**src/hdl/assert_macros.svh**
```systemverilog
// assertion helpers shared by the rtl
`ifndef ASSERT_MACROS_SVH
`define ASSERT_MACROS_SVH

// same-cycle implication, checked out of reset
`define ASSERT_IMPLY(label, clk, rst_n, ante, cons) \
    label: assert property (@(posedge clk) disable iff (!rst_n) (ante) |-> (cons)) \
        else $error("same-cycle implication violated");

// next-cycle implication, checked out of reset
`define ASSERT_NEXT(label, clk, rst_n, ante, cons) \
    label: assert property (@(posedge clk) disable iff (!rst_n) (ante) |=> (cons)) \
        else $error("next-cycle implication violated");

`endif

```
**src/hdl/shp_pkg.sv**
```systemverilog
package shp_pkg;

    // default parameter values
    localparam int POSITION_BITS_DEF    = 31;
    localparam int ARRIVE_TOLERANCE_DEF = 50;

    // configuration register indexes
    localparam logic [3:0] CFG_SEEK_NEGATIVE     = 4'd0;
    localparam logic [3:0] CFG_SENSOR_ACTIVE_LOW = 4'd1;
    localparam logic [3:0] CFG_FAST_SPEED        = 4'd2;
    localparam logic [3:0] CFG_SLOW_SPEED        = 4'd3;
    localparam logic [3:0] CFG_SEARCH_LIMIT      = 4'd4;
    localparam logic [3:0] CFG_BACKOFF_DISTANCE  = 4'd5;
    localparam logic [3:0] CFG_REST_OFFSET       = 4'd6;
    localparam logic [3:0] CFG_TIMEOUT_MS        = 4'd7;

    // configuration reset values
    localparam logic [19:0] FAST_SPEED_RST       = 20'd20000;
    localparam logic [19:0] SLOW_SPEED_RST       = 20'd2000;
    localparam logic [29:0] SEARCH_LIMIT_RST     = 30'd300000;
    localparam logic [23:0] BACKOFF_DISTANCE_RST = 24'd3000;
    localparam logic [23:0] REST_OFFSET_RST      = 24'd1000;
    localparam logic [31:0] TIMEOUT_MS_RST       = 32'd30000;

    // command kinds
    localparam logic [1:0] KIND_STOP     = 2'd0;
    localparam logic [1:0] KIND_VELOCITY = 2'd1;
    localparam logic [1:0] KIND_MOVE_TO  = 2'd2;

    // fault codes
    localparam logic [2:0] FAULT_NONE         = 3'd0;
    localparam logic [2:0] FAULT_SENSOR_START = 3'd1;
    localparam logic [2:0] FAULT_TIMEOUT      = 3'd2;
    localparam logic [2:0] FAULT_OVERTRAVEL   = 3'd3;
    localparam logic [2:0] FAULT_NOT_RELEASED = 3'd4;
    localparam logic [2:0] FAULT_NEVER_REACHED = 3'd5;

    // phase codes seen outside the sequencer
    localparam logic [3:0] PHASE_CHECK = 4'd1;
    localparam logic [3:0] PHASE_FAULT = 4'd10;

    // opcodes
    localparam logic OP_UPDATE = 1'b0;
    localparam logic OP_START  = 1'b1;

    typedef struct packed {
        logic        seek_negative;
        logic        sensor_active_low;
        logic [19:0] fast_speed;
        logic [19:0] slow_speed;
        logic [29:0] search_limit;
        logic [23:0] backoff_distance;
        logic [23:0] rest_offset;
        logic [31:0] timeout_ms;
    } t_cfg;

endpackage

```
**src/hdl/shp_cfg_regs.sv**
```systemverilog
module shp_cfg_regs (
    input  logic               i_clk,
    input  logic               i_rst_n,
    input  logic               i_cfg_valid,
    input  logic               i_cfg_ready,
    input  logic [3:0]         i_cfg_index,
    input  logic [31:0]        i_cfg_data,
    output shp_pkg::t_cfg      o_cfg
);

    shp_pkg::t_cfg r_cfg;
    shp_pkg::t_cfg n_cfg;

    // decode a write transfer, unknown indexes leave everything as is
    always_comb begin
        n_cfg = r_cfg;
        if (i_cfg_valid && i_cfg_ready) begin
            unique case (i_cfg_index)
                shp_pkg::CFG_SEEK_NEGATIVE:     n_cfg.seek_negative     = i_cfg_data[0];
                shp_pkg::CFG_SENSOR_ACTIVE_LOW: n_cfg.sensor_active_low = i_cfg_data[0];
                shp_pkg::CFG_FAST_SPEED:        n_cfg.fast_speed        = i_cfg_data[19:0];
                shp_pkg::CFG_SLOW_SPEED:        n_cfg.slow_speed        = i_cfg_data[19:0];
                shp_pkg::CFG_SEARCH_LIMIT:      n_cfg.search_limit      = i_cfg_data[29:0];
                shp_pkg::CFG_BACKOFF_DISTANCE:  n_cfg.backoff_distance  = i_cfg_data[23:0];
                shp_pkg::CFG_REST_OFFSET:       n_cfg.rest_offset       = i_cfg_data[23:0];
                shp_pkg::CFG_TIMEOUT_MS:        n_cfg.timeout_ms        = i_cfg_data;
                default: ;
            endcase
        end
    end

    // register file
    always_ff @(posedge i_clk) begin
        if (!i_rst_n) begin
            r_cfg.seek_negative     <= 1'b0;
            r_cfg.sensor_active_low <= 1'b0;
            r_cfg.fast_speed        <= shp_pkg::FAST_SPEED_RST;
            r_cfg.slow_speed        <= shp_pkg::SLOW_SPEED_RST;
            r_cfg.search_limit      <= shp_pkg::SEARCH_LIMIT_RST;
            r_cfg.backoff_distance  <= shp_pkg::BACKOFF_DISTANCE_RST;
            r_cfg.rest_offset       <= shp_pkg::REST_OFFSET_RST;
            r_cfg.timeout_ms        <= shp_pkg::TIMEOUT_MS_RST;
        end else begin
            r_cfg <= n_cfg;
        end
    end

    assign o_cfg = r_cfg;

endmodule

```
**src/hdl/shp_seq.sv**
```systemverilog
module shp_seq #(
    parameter int POSITION_BITS    = shp_pkg::POSITION_BITS_DEF,
    parameter int ARRIVE_TOLERANCE = shp_pkg::ARRIVE_TOLERANCE_DEF
) (
    input  logic                            i_clk,
    input  logic                            i_rst_n,
    input  logic                            i_step,
    input  shp_pkg::t_cfg                   i_cfg,
    input  logic                            i_opcode,
    input  logic [31:0]                     i_now_ms,
    input  logic                            i_raw_sensor,
    input  logic signed [POSITION_BITS-1:0] i_position,
    input  logic                            i_moving,
    output logic [1:0]                      o_move_kind,
    output logic signed [20:0]              o_velocity,
    output logic signed [31:0]              o_target,
    output logic [3:0]                      o_phase,
    output logic [2:0]                      o_fault_code
);

    // wide enough for position differences, targets and the search limit
    localparam int W = ((POSITION_BITS > 30) ? POSITION_BITS : 30) + 3;
    localparam logic signed [W-1:0] TOL = W'(ARRIVE_TOLERANCE);

    typedef enum logic [3:0] {
        PH_IDLE       = 4'd0,
        PH_CHECK      = shp_pkg::PHASE_CHECK,
        PH_SEEK_FAST  = 4'd2,
        PH_BRAKE_FAST = 4'd3,
        PH_BACKOFF    = 4'd4,
        PH_SEEK_SLOW  = 4'd5,
        PH_BRAKE_SLOW = 4'd6,
        PH_SET_ZERO   = 4'd7,
        PH_TO_OFFSET  = 4'd8,
        PH_READY      = 4'd9,
        PH_FAULT      = shp_pkg::PHASE_FAULT
    } t_phase;

    t_phase                     r_phase, n_phase;
    logic [2:0]                 r_fault, n_fault;
    logic [31:0]                r_start_time, n_start_time;
    logic signed [W-1:0]        r_start_pos, n_start_pos;
    logic signed [W-1:0]        r_first_trig, n_first_trig;
    logic signed [W-1:0]        r_second_trig, n_second_trig;
    logic signed [W-1:0]        r_backoff_tgt, n_backoff_tgt;
    logic signed [W-1:0]        r_rest_tgt, n_rest_tgt;
    logic [1:0]                 r_kind, n_kind;
    logic signed [20:0]         r_vel, n_vel;
    logic signed [W-1:0]        r_tgt, n_tgt;

    logic                       w_sensor;
    logic [31:0]                w_elapsed;
    logic                       w_timed_out;
    logic signed [W-1:0]        w_pos;
    logic signed [W-1:0]        w_travel, w_travel_abs;
    logic signed [W-1:0]        w_limit;
    logic                       w_over;
    logic signed [W-1:0]        w_back_err, w_back_abs;
    logic signed [W-1:0]        w_rest_err, w_rest_abs;
    logic                       w_at_backoff, w_at_rest;
    logic signed [W-1:0]        w_backoff_step, w_rest_step;
    logic signed [20:0]         w_fast_vel, w_slow_vel;

    // conditions of this tick
    always_comb begin
        w_sensor     = i_raw_sensor ^ i_cfg.sensor_active_low;
        w_elapsed    = i_now_ms - r_start_time;
        w_timed_out  = w_elapsed > i_cfg.timeout_ms;
        w_pos        = {{(W-POSITION_BITS){i_position[POSITION_BITS-1]}}, i_position};
        w_travel     = w_pos - r_start_pos;
        w_travel_abs = w_travel[W-1] ? -w_travel : w_travel;
        w_limit      = {{(W-30){1'b0}}, i_cfg.search_limit};
        w_over       = w_travel_abs > w_limit;
        w_back_err   = w_pos - r_backoff_tgt;
        w_back_abs   = w_back_err[W-1] ? -w_back_err : w_back_err;
        w_at_backoff = w_back_abs < TOL;
        w_rest_err   = w_pos - r_rest_tgt;
        w_rest_abs   = w_rest_err[W-1] ? -w_rest_err : w_rest_err;
        w_at_rest    = w_rest_abs < TOL;
    end

    // direction-dependent speeds and retreat steps
    always_comb begin
        if (i_cfg.seek_negative) begin
            w_fast_vel     = -$signed({1'b0, i_cfg.fast_speed});
            w_slow_vel     = -$signed({1'b0, i_cfg.slow_speed});
            w_backoff_step = {{(W-24){1'b0}}, i_cfg.backoff_distance};
            w_rest_step    = {{(W-24){1'b0}}, i_cfg.rest_offset};
        end else begin
            w_fast_vel     = $signed({1'b0, i_cfg.fast_speed});
            w_slow_vel     = $signed({1'b0, i_cfg.slow_speed});
            w_backoff_step = -$signed({{(W-24){1'b0}}, i_cfg.backoff_distance});
            w_rest_step    = -$signed({{(W-24){1'b0}}, i_cfg.rest_offset});
        end
    end

    // sequence step
    always_comb begin
        n_phase       = r_phase;
        n_fault       = r_fault;
        n_start_time  = r_start_time;
        n_start_pos   = r_start_pos;
        n_first_trig  = r_first_trig;
        n_second_trig = r_second_trig;
        n_backoff_tgt = r_backoff_tgt;
        n_rest_tgt    = r_rest_tgt;
        n_kind        = shp_pkg::KIND_STOP;
        n_vel         = '0;
        n_tgt         = '0;
        if (i_opcode == shp_pkg::OP_START) begin
            n_phase      = PH_CHECK;
            n_fault      = shp_pkg::FAULT_NONE;
            n_start_time = i_now_ms;
            n_start_pos  = '0;
        end else begin
            unique case (r_phase)
                PH_CHECK: begin
                    n_start_pos = w_pos;
                    if (w_sensor) begin
                        n_phase = PH_FAULT;
                        n_fault = shp_pkg::FAULT_SENSOR_START;
                    end else begin
                        n_phase = PH_SEEK_FAST;
                        n_kind  = shp_pkg::KIND_VELOCITY;
                        n_vel   = w_fast_vel;
                    end
                end
                PH_SEEK_FAST: begin
                    priority if (w_timed_out) begin
                        n_phase = PH_FAULT;
                        n_fault = shp_pkg::FAULT_TIMEOUT;
                    end else if (w_over) begin
                        n_phase = PH_FAULT;
                        n_fault = shp_pkg::FAULT_OVERTRAVEL;
                    end else if (w_sensor) begin
                        n_first_trig = w_pos;
                        n_phase      = PH_BRAKE_FAST;
                    end else begin
                        n_kind = shp_pkg::KIND_VELOCITY;
                        n_vel  = w_fast_vel;
                    end
                end
                PH_BRAKE_FAST: begin
                    priority if (w_timed_out) begin
                        n_phase = PH_FAULT;
                        n_fault = shp_pkg::FAULT_TIMEOUT;
                    end else if (!i_moving) begin
                        n_backoff_tgt = r_first_trig + w_backoff_step;
                        n_phase       = PH_BACKOFF;
                        n_kind        = shp_pkg::KIND_MOVE_TO;
                        n_tgt         = r_first_trig + w_backoff_step;
                    end else begin
                    end
                end
                PH_BACKOFF: begin
                    priority if (w_timed_out) begin
                        n_phase = PH_FAULT;
                        n_fault = shp_pkg::FAULT_TIMEOUT;
                    end else if (w_at_backoff && w_sensor) begin
                        n_phase = PH_FAULT;
                        n_fault = shp_pkg::FAULT_NOT_RELEASED;
                    end else if (w_at_backoff) begin
                        n_phase = PH_SEEK_SLOW;
                        n_kind  = shp_pkg::KIND_VELOCITY;
                        n_vel   = w_slow_vel;
                    end else begin
                        n_kind = shp_pkg::KIND_MOVE_TO;
                        n_tgt  = r_backoff_tgt;
                    end
                end
                PH_SEEK_SLOW: begin
                    priority if (w_timed_out) begin
                        n_phase = PH_FAULT;
                        n_fault = shp_pkg::FAULT_TIMEOUT;
                    end else if (w_over) begin
                        n_phase = PH_FAULT;
                        n_fault = shp_pkg::FAULT_NEVER_REACHED;
                    end else if (w_sensor) begin
                        n_second_trig = w_pos;
                        n_phase       = PH_BRAKE_SLOW;
                    end else begin
                        n_kind = shp_pkg::KIND_VELOCITY;
                        n_vel  = w_slow_vel;
                    end
                end
                PH_BRAKE_SLOW: begin
                    priority if (w_timed_out) begin
                        n_phase = PH_FAULT;
                        n_fault = shp_pkg::FAULT_TIMEOUT;
                    end else if (!i_moving) begin
                        n_phase = PH_SET_ZERO;
                    end else begin
                    end
                end
                PH_SET_ZERO: begin
                    n_rest_tgt = r_second_trig + w_rest_step;
                    n_phase    = PH_TO_OFFSET;
                    n_kind     = shp_pkg::KIND_MOVE_TO;
                    n_tgt      = r_second_trig + w_rest_step;
                end
                PH_TO_OFFSET: begin
                    priority if (w_timed_out) begin
                        n_phase = PH_FAULT;
                        n_fault = shp_pkg::FAULT_TIMEOUT;
                    end else if (w_at_rest) begin
                        n_phase = PH_READY;
                    end else begin
                        n_kind = shp_pkg::KIND_MOVE_TO;
                        n_tgt  = r_rest_tgt;
                    end
                end
                // idle, ready, fault and unused codes hold and answer stop
                default: ;
            endcase
        end
    end

    // state and result registers
    always_ff @(posedge i_clk) begin
        if (!i_rst_n) begin
            r_phase       <= PH_IDLE;
            r_fault       <= shp_pkg::FAULT_NONE;
            r_start_time  <= '0;
            r_start_pos   <= '0;
            r_first_trig  <= '0;
            r_second_trig <= '0;
            r_backoff_tgt <= '0;
            r_rest_tgt    <= '0;
            r_kind        <= shp_pkg::KIND_STOP;
            r_vel         <= '0;
            r_tgt         <= '0;
        end else if (i_step) begin
            r_phase       <= n_phase;
            r_fault       <= n_fault;
            r_start_time  <= n_start_time;
            r_start_pos   <= n_start_pos;
            r_first_trig  <= n_first_trig;
            r_second_trig <= n_second_trig;
            r_backoff_tgt <= n_backoff_tgt;
            r_rest_tgt    <= n_rest_tgt;
            r_kind        <= n_kind;
            r_vel         <= n_vel;
            r_tgt         <= n_tgt;
        end
    end

    assign o_move_kind  = r_kind;
    assign o_velocity   = r_vel;
    assign o_target     = r_tgt[31:0];
    assign o_phase      = r_phase;
    assign o_fault_code = r_fault;

endmodule

```
**src/hdl/stepper_homing_sequencer_top.sv**
```systemverilog
// Two-pass axis homing sequencer. Each accepted control tick yields exactly one
// command (stop, velocity or move-to) with the phase after the tick and a fault
// code. Ticks are taken one per clock while the result side does not stall; a
// tick is captured in the input register and its result is then registered in
// the output register once the result slot is free or being emptied. A stall on
// the result side holds the input register and backs up into o_in_stall in the
// same cycle. Configuration writes are always ready and take effect on the next
// edge; write them only while no tick is in flight.
`include "assert_macros.svh"

module stepper_homing_sequencer_top #(
    parameter int POSITION_BITS    = shp_pkg::POSITION_BITS_DEF,
    parameter int ARRIVE_TOLERANCE = shp_pkg::ARRIVE_TOLERANCE_DEF
) (
    input  logic                            i_clk,
    input  logic                            i_rst_n,
    // configuration write
    input  logic                            i_cfg_valid,
    output logic                            o_cfg_ready,
    input  logic [3:0]                      i_cfg_index,
    input  logic [31:0]                     i_cfg_data,
    // tick input
    input  logic                            i_in_valid,
    output logic                            o_in_stall,
    input  logic                            i_opcode,
    input  logic [31:0]                     i_now_ms,
    input  logic                            i_raw_sensor,
    input  logic signed [POSITION_BITS-1:0] i_position,
    input  logic                            i_moving,
    // command output
    output logic                            o_out_valid,
    input  logic                            i_out_stall,
    output logic [1:0]                      o_move_kind,
    output logic signed [20:0]              o_velocity,
    output logic signed [31:0]              o_target,
    output logic [3:0]                      o_phase,
    output logic [2:0]                      o_fault_code
);

    shp_pkg::t_cfg                  w_cfg;
    logic                           r_in_valid;
    logic                           r_in_opcode;
    logic [31:0]                    r_in_now_ms;
    logic                           r_in_raw_sensor;
    logic signed [POSITION_BITS-1:0] r_in_position;
    logic                           r_in_moving;
    logic                           r_out_valid;
    logic                           w_advance;
    logic                           w_in_take;
    logic                           w_out_faulted;
    logic                           w_out_not_vel;
    logic                           w_out_not_move;
    logic                           w_start_step;
    logic                           w_start_armed;

    assign o_cfg_ready = 1'b1;

    // configuration registers
    shp_cfg_regs u_cfg (
        .i_clk       (i_clk),
        .i_rst_n     (i_rst_n),
        .i_cfg_valid (i_cfg_valid),
        .i_cfg_ready (o_cfg_ready),
        .i_cfg_index (i_cfg_index),
        .i_cfg_data  (i_cfg_data),
        .o_cfg       (w_cfg)
    );

    // handshake: step when the result slot is free or being emptied
    assign w_advance  = r_in_valid && (!r_out_valid || !i_out_stall);
    assign o_in_stall = r_in_valid && !w_advance;
    assign w_in_take  = i_in_valid && !o_in_stall;

    // input register
    always_ff @(posedge i_clk) begin
        if (!i_rst_n) begin
            r_in_valid <= 1'b0;
        end else if (w_in_take) begin
            r_in_valid <= 1'b1;
        end else if (w_advance) begin
            r_in_valid <= 1'b0;
        end
    end

    always_ff @(posedge i_clk) begin
        if (w_in_take) begin
            r_in_opcode     <= i_opcode;
            r_in_now_ms     <= i_now_ms;
            r_in_raw_sensor <= i_raw_sensor;
            r_in_position   <= i_position;
            r_in_moving     <= i_moving;
        end
    end

    // result valid
    always_ff @(posedge i_clk) begin
        if (!i_rst_n) begin
            r_out_valid <= 1'b0;
        end else if (w_advance) begin
            r_out_valid <= 1'b1;
        end else if (!i_out_stall) begin
            r_out_valid <= 1'b0;
        end
    end

    assign o_out_valid = r_out_valid;

    // sequencer with state and result registers
    shp_seq #(
        .POSITION_BITS    (POSITION_BITS),
        .ARRIVE_TOLERANCE (ARRIVE_TOLERANCE)
    ) u_seq (
        .i_clk        (i_clk),
        .i_rst_n      (i_rst_n),
        .i_step       (w_advance),
        .i_cfg        (w_cfg),
        .i_opcode     (r_in_opcode),
        .i_now_ms     (r_in_now_ms),
        .i_raw_sensor (r_in_raw_sensor),
        .i_position   (r_in_position),
        .i_moving     (r_in_moving),
        .o_move_kind  (o_move_kind),
        .o_velocity   (o_velocity),
        .o_target     (o_target),
        .o_phase      (o_phase),
        .o_fault_code (o_fault_code)
    );

    // conditions watched by the checks
    assign w_out_faulted  = o_out_valid && (o_fault_code != shp_pkg::FAULT_NONE);
    assign w_out_not_vel  = o_out_valid && (o_move_kind != shp_pkg::KIND_VELOCITY);
    assign w_out_not_move = o_out_valid && (o_move_kind != shp_pkg::KIND_MOVE_TO);
    assign w_start_step   = w_advance && (r_in_opcode == shp_pkg::OP_START);
    assign w_start_armed  = o_out_valid && (o_phase == shp_pkg::PHASE_CHECK)
                            && (o_fault_code == shp_pkg::FAULT_NONE)
                            && (o_move_kind == shp_pkg::KIND_STOP);

    // checks
    `ASSERT_IMPLY(a_fault_phase, i_clk, i_rst_n, w_out_faulted, o_phase == shp_pkg::PHASE_FAULT)
    `ASSERT_IMPLY(a_vel_only_velocity, i_clk, i_rst_n, w_out_not_vel, o_velocity == '0)
    `ASSERT_IMPLY(a_tgt_only_move_to, i_clk, i_rst_n, w_out_not_move, o_target == '0)
    `ASSERT_IMPLY(a_stall_needs_item, i_clk, i_rst_n, !r_in_valid, !o_in_stall)
    `ASSERT_NEXT(a_start_arms, i_clk, i_rst_n, w_start_step, w_start_armed)

endmodule

```
**config.mk**
```make
export PLATFORM = sky130hd
export DESIGN_NAME = stepper_homing_sequencer_top
export DESIGN_NICKNAME = d
export VERILOG_FILES = /design/src/hdl/shp_pkg.sv /design/src/hdl/shp_cfg_regs.sv /design/src/hdl/shp_seq.sv /design/src/hdl/stepper_homing_sequencer_top.sv
export VERILOG_INCLUDE_DIRS = /design/src /design/src/hdl
export SDC_FILE = /design/constraint.sdc
export NUM_CORES = 2
export LEC_CHECK = 0
export ABC_AREA = 0
export BUFFER_PORTS_ARGS = -buffer_cell sky130_fd_sc_hd__buf_2
export CORE_UTILIZATION = 58
export CTS_BUF_LIST = sky130_fd_sc_hd__clkbuf_4
export CTS_CLUSTER_DIAMETER = 150
export DETAILED_ROUTE_END_ITERATION = 12
export PLACE_DENSITY = 0.79
export SLEW_MARGIN = 20
export SYNTH_ARGS = -nofsm -noshare
export SYNTH_HDL_FRONTEND = slang
export SYNTH_SLANG_ARGS = --single-unit
```
**constraint.sdc**
```tcl
create_clock -name i_clk -period 7.2 [get_ports i_clk]
set_clock_uncertainty 0.1 [all_clocks]
set_input_delay 0 -clock i_clk [delete_from_list [all_inputs] [get_ports i_clk]]
set_output_delay 0 -clock i_clk [all_outputs]
set_load 0.1 [all_outputs]
```
==> results.sh <==
export IMPL_htree_levels=4
export IMPL_internal_power_mw=4.647
export IMPL_worstSetupEndpointType="register"
export IMPL_finalCriticalPeriod_ns=7.757
export IMPL_drt_wirelength_per_cell_um=22.55
export IMPL_reg2reg_slack_ns=-0.56
export IMPL_cp_slowest_stage_delay_ns=0.56
export IMPL_reg2reg_depth=35
export IMPL_share_comb_of_total_power_pct=23.0
export IMPL_drive_above_1_share_pct=15.49
export IMPL_synth_main_ff_cell="sky130_fd_sc_hd__dfxtp_1"
export IMPL_placement_setup_worst_slack_ns=-0.2419
export IMPL_count_of_buffers_inserted_at_the_top_level_ports=170
export IMPL_power_share_clock_pct=37.1
export IMPL_power_net_switching_mw=2.357
export IMPL_detail_route_vias_per_cell=6.495
export IMPL_die_height_um=248.1
export IMPL_initial_utilization_pct=59.08
export IMPL_run_status="finished with violations"
export IMPL_tightestPinTransition_ns=1.248
export IMPL_maxClockFrequency_mhz=128.9
export IMPL_synthArstFlopShare_pct=0
export IMPL_ratio_of_total_power_to_cell_area_mw_per_mm2=163.5
export IMPL_numCtsBuffers=131
export IMPL_critical_path_n_buffers_inverters=5
export IMPL_die_w_um=248.1
export IMPL_critPathRequiredTime_ns=7.94
export IMPL_global_route_usage_total_pct=39.72
export IMPL_final_net_count=5474
export IMPL_cp_max_fo=6
export IMPL_synth_cell_area_mm2=0.03513
export IMPL_detailedRoute_firstIterationViolations=4243
export IMPL_drt_pre_antenna_iters=8
export IMPL_final_common_cell="sky130_fd_sc_hd__nand2_1"
export IMPL_num_io_pins=172
export IMPL_power_share_switching_pct=33.65
export IMPL_finalSetupViolations=158
export IMPL_synth_cells=4635
export IMPL_cts_root_to_sink_buffers=3
export IMPL_leakage_nw=16.87
export IMPL_grt_setup_unrepaired="true"
export IMPL_worst_skew_pair_late_latency_ns=1.11
export IMPL_violations="setup timing"
export IMPL_relative_area_change_from_synthesis_to_final_layout_pct=21.97
export IMPL_criticalPathCategory="reg -> reg"
export IMPL_rows=89
export IMPL_timing_hold_worst_class="in -> reg"
export IMPL_critPathMostFrequentCell="sky130_fd_sc_hd__a21o_1"
export IMPL_slew_headroom_pct=16.77
export IMPL_layout_cells_most_common_list="sky130_fd_sc_hd__nand2_1, sky130_fd_sc_hd__a21oi_1, sky130_fd_sc_hd__dfxtp_1"
export IMPL_whs_path_depth=3
export IMPL_core_area_mm2=0.05946
export IMPL_synth_distinct_cells=103
export IMPL_worst_ir_drop_vdd_mv=0.1747
export IMPL_crit_arrival_ns=8.50
export IMPL_synth_seq_area_share_pct=28.95
export IMPL_timing_critical_path_from_type="register"
export IMPL_dp_hpwl_mm=84.61
export IMPL_die_area_mm2=0.06156
export IMPL_mean_post_synth_cell_area_um2=7.579
export IMPL_postLayoutCoreUtil_pct=72.06
export IMPL_grt_max_degree=163
export IMPL_synth_enable_flop_cells=66
export IMPL_path_delay_family="compound AO/OA/AOI/OAI gates"
export IMPL_num_vias=38760
export IMPL_routed_wl_mm=134.6
export IMPL_clock_tree_root_cell="sky130_fd_sc_hd__clkbuf_4"
export IMPL_path_depth=35
export IMPL_numClockSinks=475
export IMPL_final_hold_viol_count=0
export IMPL_final_setup_worst_slack_ns=-0.5571
export IMPL_ys_ff_latch=475
export IMPL_share_seq_of_total_power_pct=39.9
export IMPL_grt_antenna_before_repair=5
export IMPL_antenna_left=0
export IMPL_path_clk_slew_ns=0.15
export IMPL_synthesis_nets=5011
export IMPL_wire_length_of_the_first_global_routing_pass_mm=191.5
export IMPL_final_period_utilization_pct=107.7
export IMPL_yosys_warnings=0
export IMPL_slowest_stage_cell_cp="sky130_fd_sc_hd__a41oi_1"
export IMPL_place_congestion=0.9967
export IMPL_cts_tree="yes"
export IMPL_grt_pass1_vias=34830
export IMPL_drc=0
export IMPL_max_cap_violations=0
export IMPL_report_final_slew_viol_count=0
export IMPL_globalRouteOverflowTotal=0
-- worst register-to-register path: cells and delay by family, from the launching register on --
| kind | cells | cell delay [ns] |
|---|---|---|
| AND/OR/NAND/NOR | 7 | 1.07 |
| flip-flops | 1 | 0.42 |
| AO/OA/AOI/OAI | 20 | 4.70 |
| XOR/XNOR | 1 | 0.09 |
| adder cells (fa/ha/maj) | 2 | 0.56 |
| buffers and inverters | 5 | 0.63 |
-- cell type report --
type                       instances  area [µm²]
antenna                            3       7.507
clock buffer                     188        1411
clock inverter                    38       252.7
fill                            4400       16620
inverter                         270        1027
multi-input combinational       3658       24090
sequential                       475       10170
tap                              773       967.2
timing repair buffer             562        4913
-- through the flow --
| step | instance area [µm²] | total power, mW | hold slack (ns) | TNS [ns] | instances |
|---|---|---|---|---|---|
| floorplan | 35130 | 3.774 | -0.001131 | 0 | 4635 |
| global route | 42840 | 7.242 | 0.06329 | -96.91 | 5965 |
| finish | 42850 | 7.004 | 0.04305 | -61.01 | 5967 |
| global placement | 37010 | 4.178 | 0.07593 | -0.2721 | 5451 |
| CTS | 41010 | 6.772 | 0.04455 | 0 | 5908 |
| detailed placement | 37010 | 4.196 | 0.07808 | -3.532 | 5451 |
-- layer usage --
metal / global-route usage, % / part of all wire [%] / vias to the layer above
met5: 0 / 0.032 / -
met4: 23.44 / 7.9 / 6
met3: 8.748 / 11 / 731
met2: 62.76 / 44 / 2520
met1: 49.64 / 37 / 17930
li1: - / - / 17570
-- power groups by stage --
stage	logic, mW	clock network (mW)	registers [mW]
finish	1.61	2.60	2.79
global route	1.72	2.73	2.79
CTS	1.45	2.53	2.79
detailed placement	1.35	0	2.84
global placement	1.33	0	2.84
floorplan	0.938	0	2.84
-- registers in the layout, summed over array words and instances, names as in the netlist --
| name | flops |
|---|---|
| u_seq.r_tgt | 32 |
| u_seq.r_start_time | 32 |
| u_seq.r_backoff_tgt | 34 |
| r_in_moving | 1 |
| u_seq.r_first_trig | 31 |
| u_seq.o_move_kind | 2 |
| u_seq.o_fault_code | 3 |
| r_in_valid | 1 |
| r_in_opcode | 1 |
| u_seq.r_rest_tgt | 34 |
| u_seq.r_second_trig | 31 |
| u_seq.o_phase | 4 |
| r_in_position | 31 |
| u_cfg.o_cfg | 152 |
| u_seq.r_start_pos | 31 |
| r_in_now_ms | 32 |
| r_in_raw_sensor | 1 |
| o_out_valid | 1 |
| u_seq.o_velocity | 21 |
-- timing repair --
item	4_1_cts	5_1_grt
setup buffers	0	37
setup endpoints to repair	67	158
gates resized for setup	6	263
pin swaps	2	143
hold endpoints to repair	413	0
cloned	0	20
hold buffers	231	0
-- cell usage after synthesis (97+ instances only) --
cell	n	area, µm²
sky130_fd_sc_hd__nand3_1	97	485.5
sky130_fd_sc_hd__inv_1	269	1010
sky130_fd_sc_hd__dfxtp_1	409	8188
sky130_fd_sc_hd__xor2_1	114	998.5
sky130_fd_sc_hd__nor3_1	112	560.5
sky130_fd_sc_hd__clkbuf_1	196	735.7
sky130_fd_sc_hd__xnor2_1	157	1375
sky130_fd_sc_hd__nand2_1	726	2725
sky130_fd_sc_hd__a21oi_1	529	2648
sky130_fd_sc_hd__o21ai_0	175	875.8
sky130_fd_sc_hd__nor2_1	349	1310
sky130_fd_sc_hd__ha_1	263	3291
-- worst paths after layout --
kind                            startpoint                           endpoint
min                           i_now_ms[11]          r_in_now_ms[11]$_DFFE_PP_
max reg2reg       r_in_now_ms[0]$_DFFE_PP_  u_seq.o_velocity[15]$_SDFFE_PN0P_
max               r_in_now_ms[0]$_DFFE_PP_  u_seq.o_velocity[15]$_SDFFE_PN0P_
min reg2reg  u_cfg.o_cfg[104]$_SDFFE_PN0P_      u_cfg.o_cfg[104]$_SDFFE_PN0P_
-- cell families (layout without fill, tap and decap cells) --
kind of cell | after synthesis | count (layout) | synth area share, %
compound gates | 1337 | 1337 | 24.39
xor+xnor | 271 | 271 | 6.757
fa+ha+maj | 269 | 269 | 9.709
buf+inv | 502 | 1058 | 5.549
flops | 475 | 475 | 28.95
mux | 55 | 55 | 1.581
other cells | 1 | 4 | 0.01068
simple gates | 1725 | 1725 | 23.05
No activity file was read; power rests on OpenSTA's default activity.
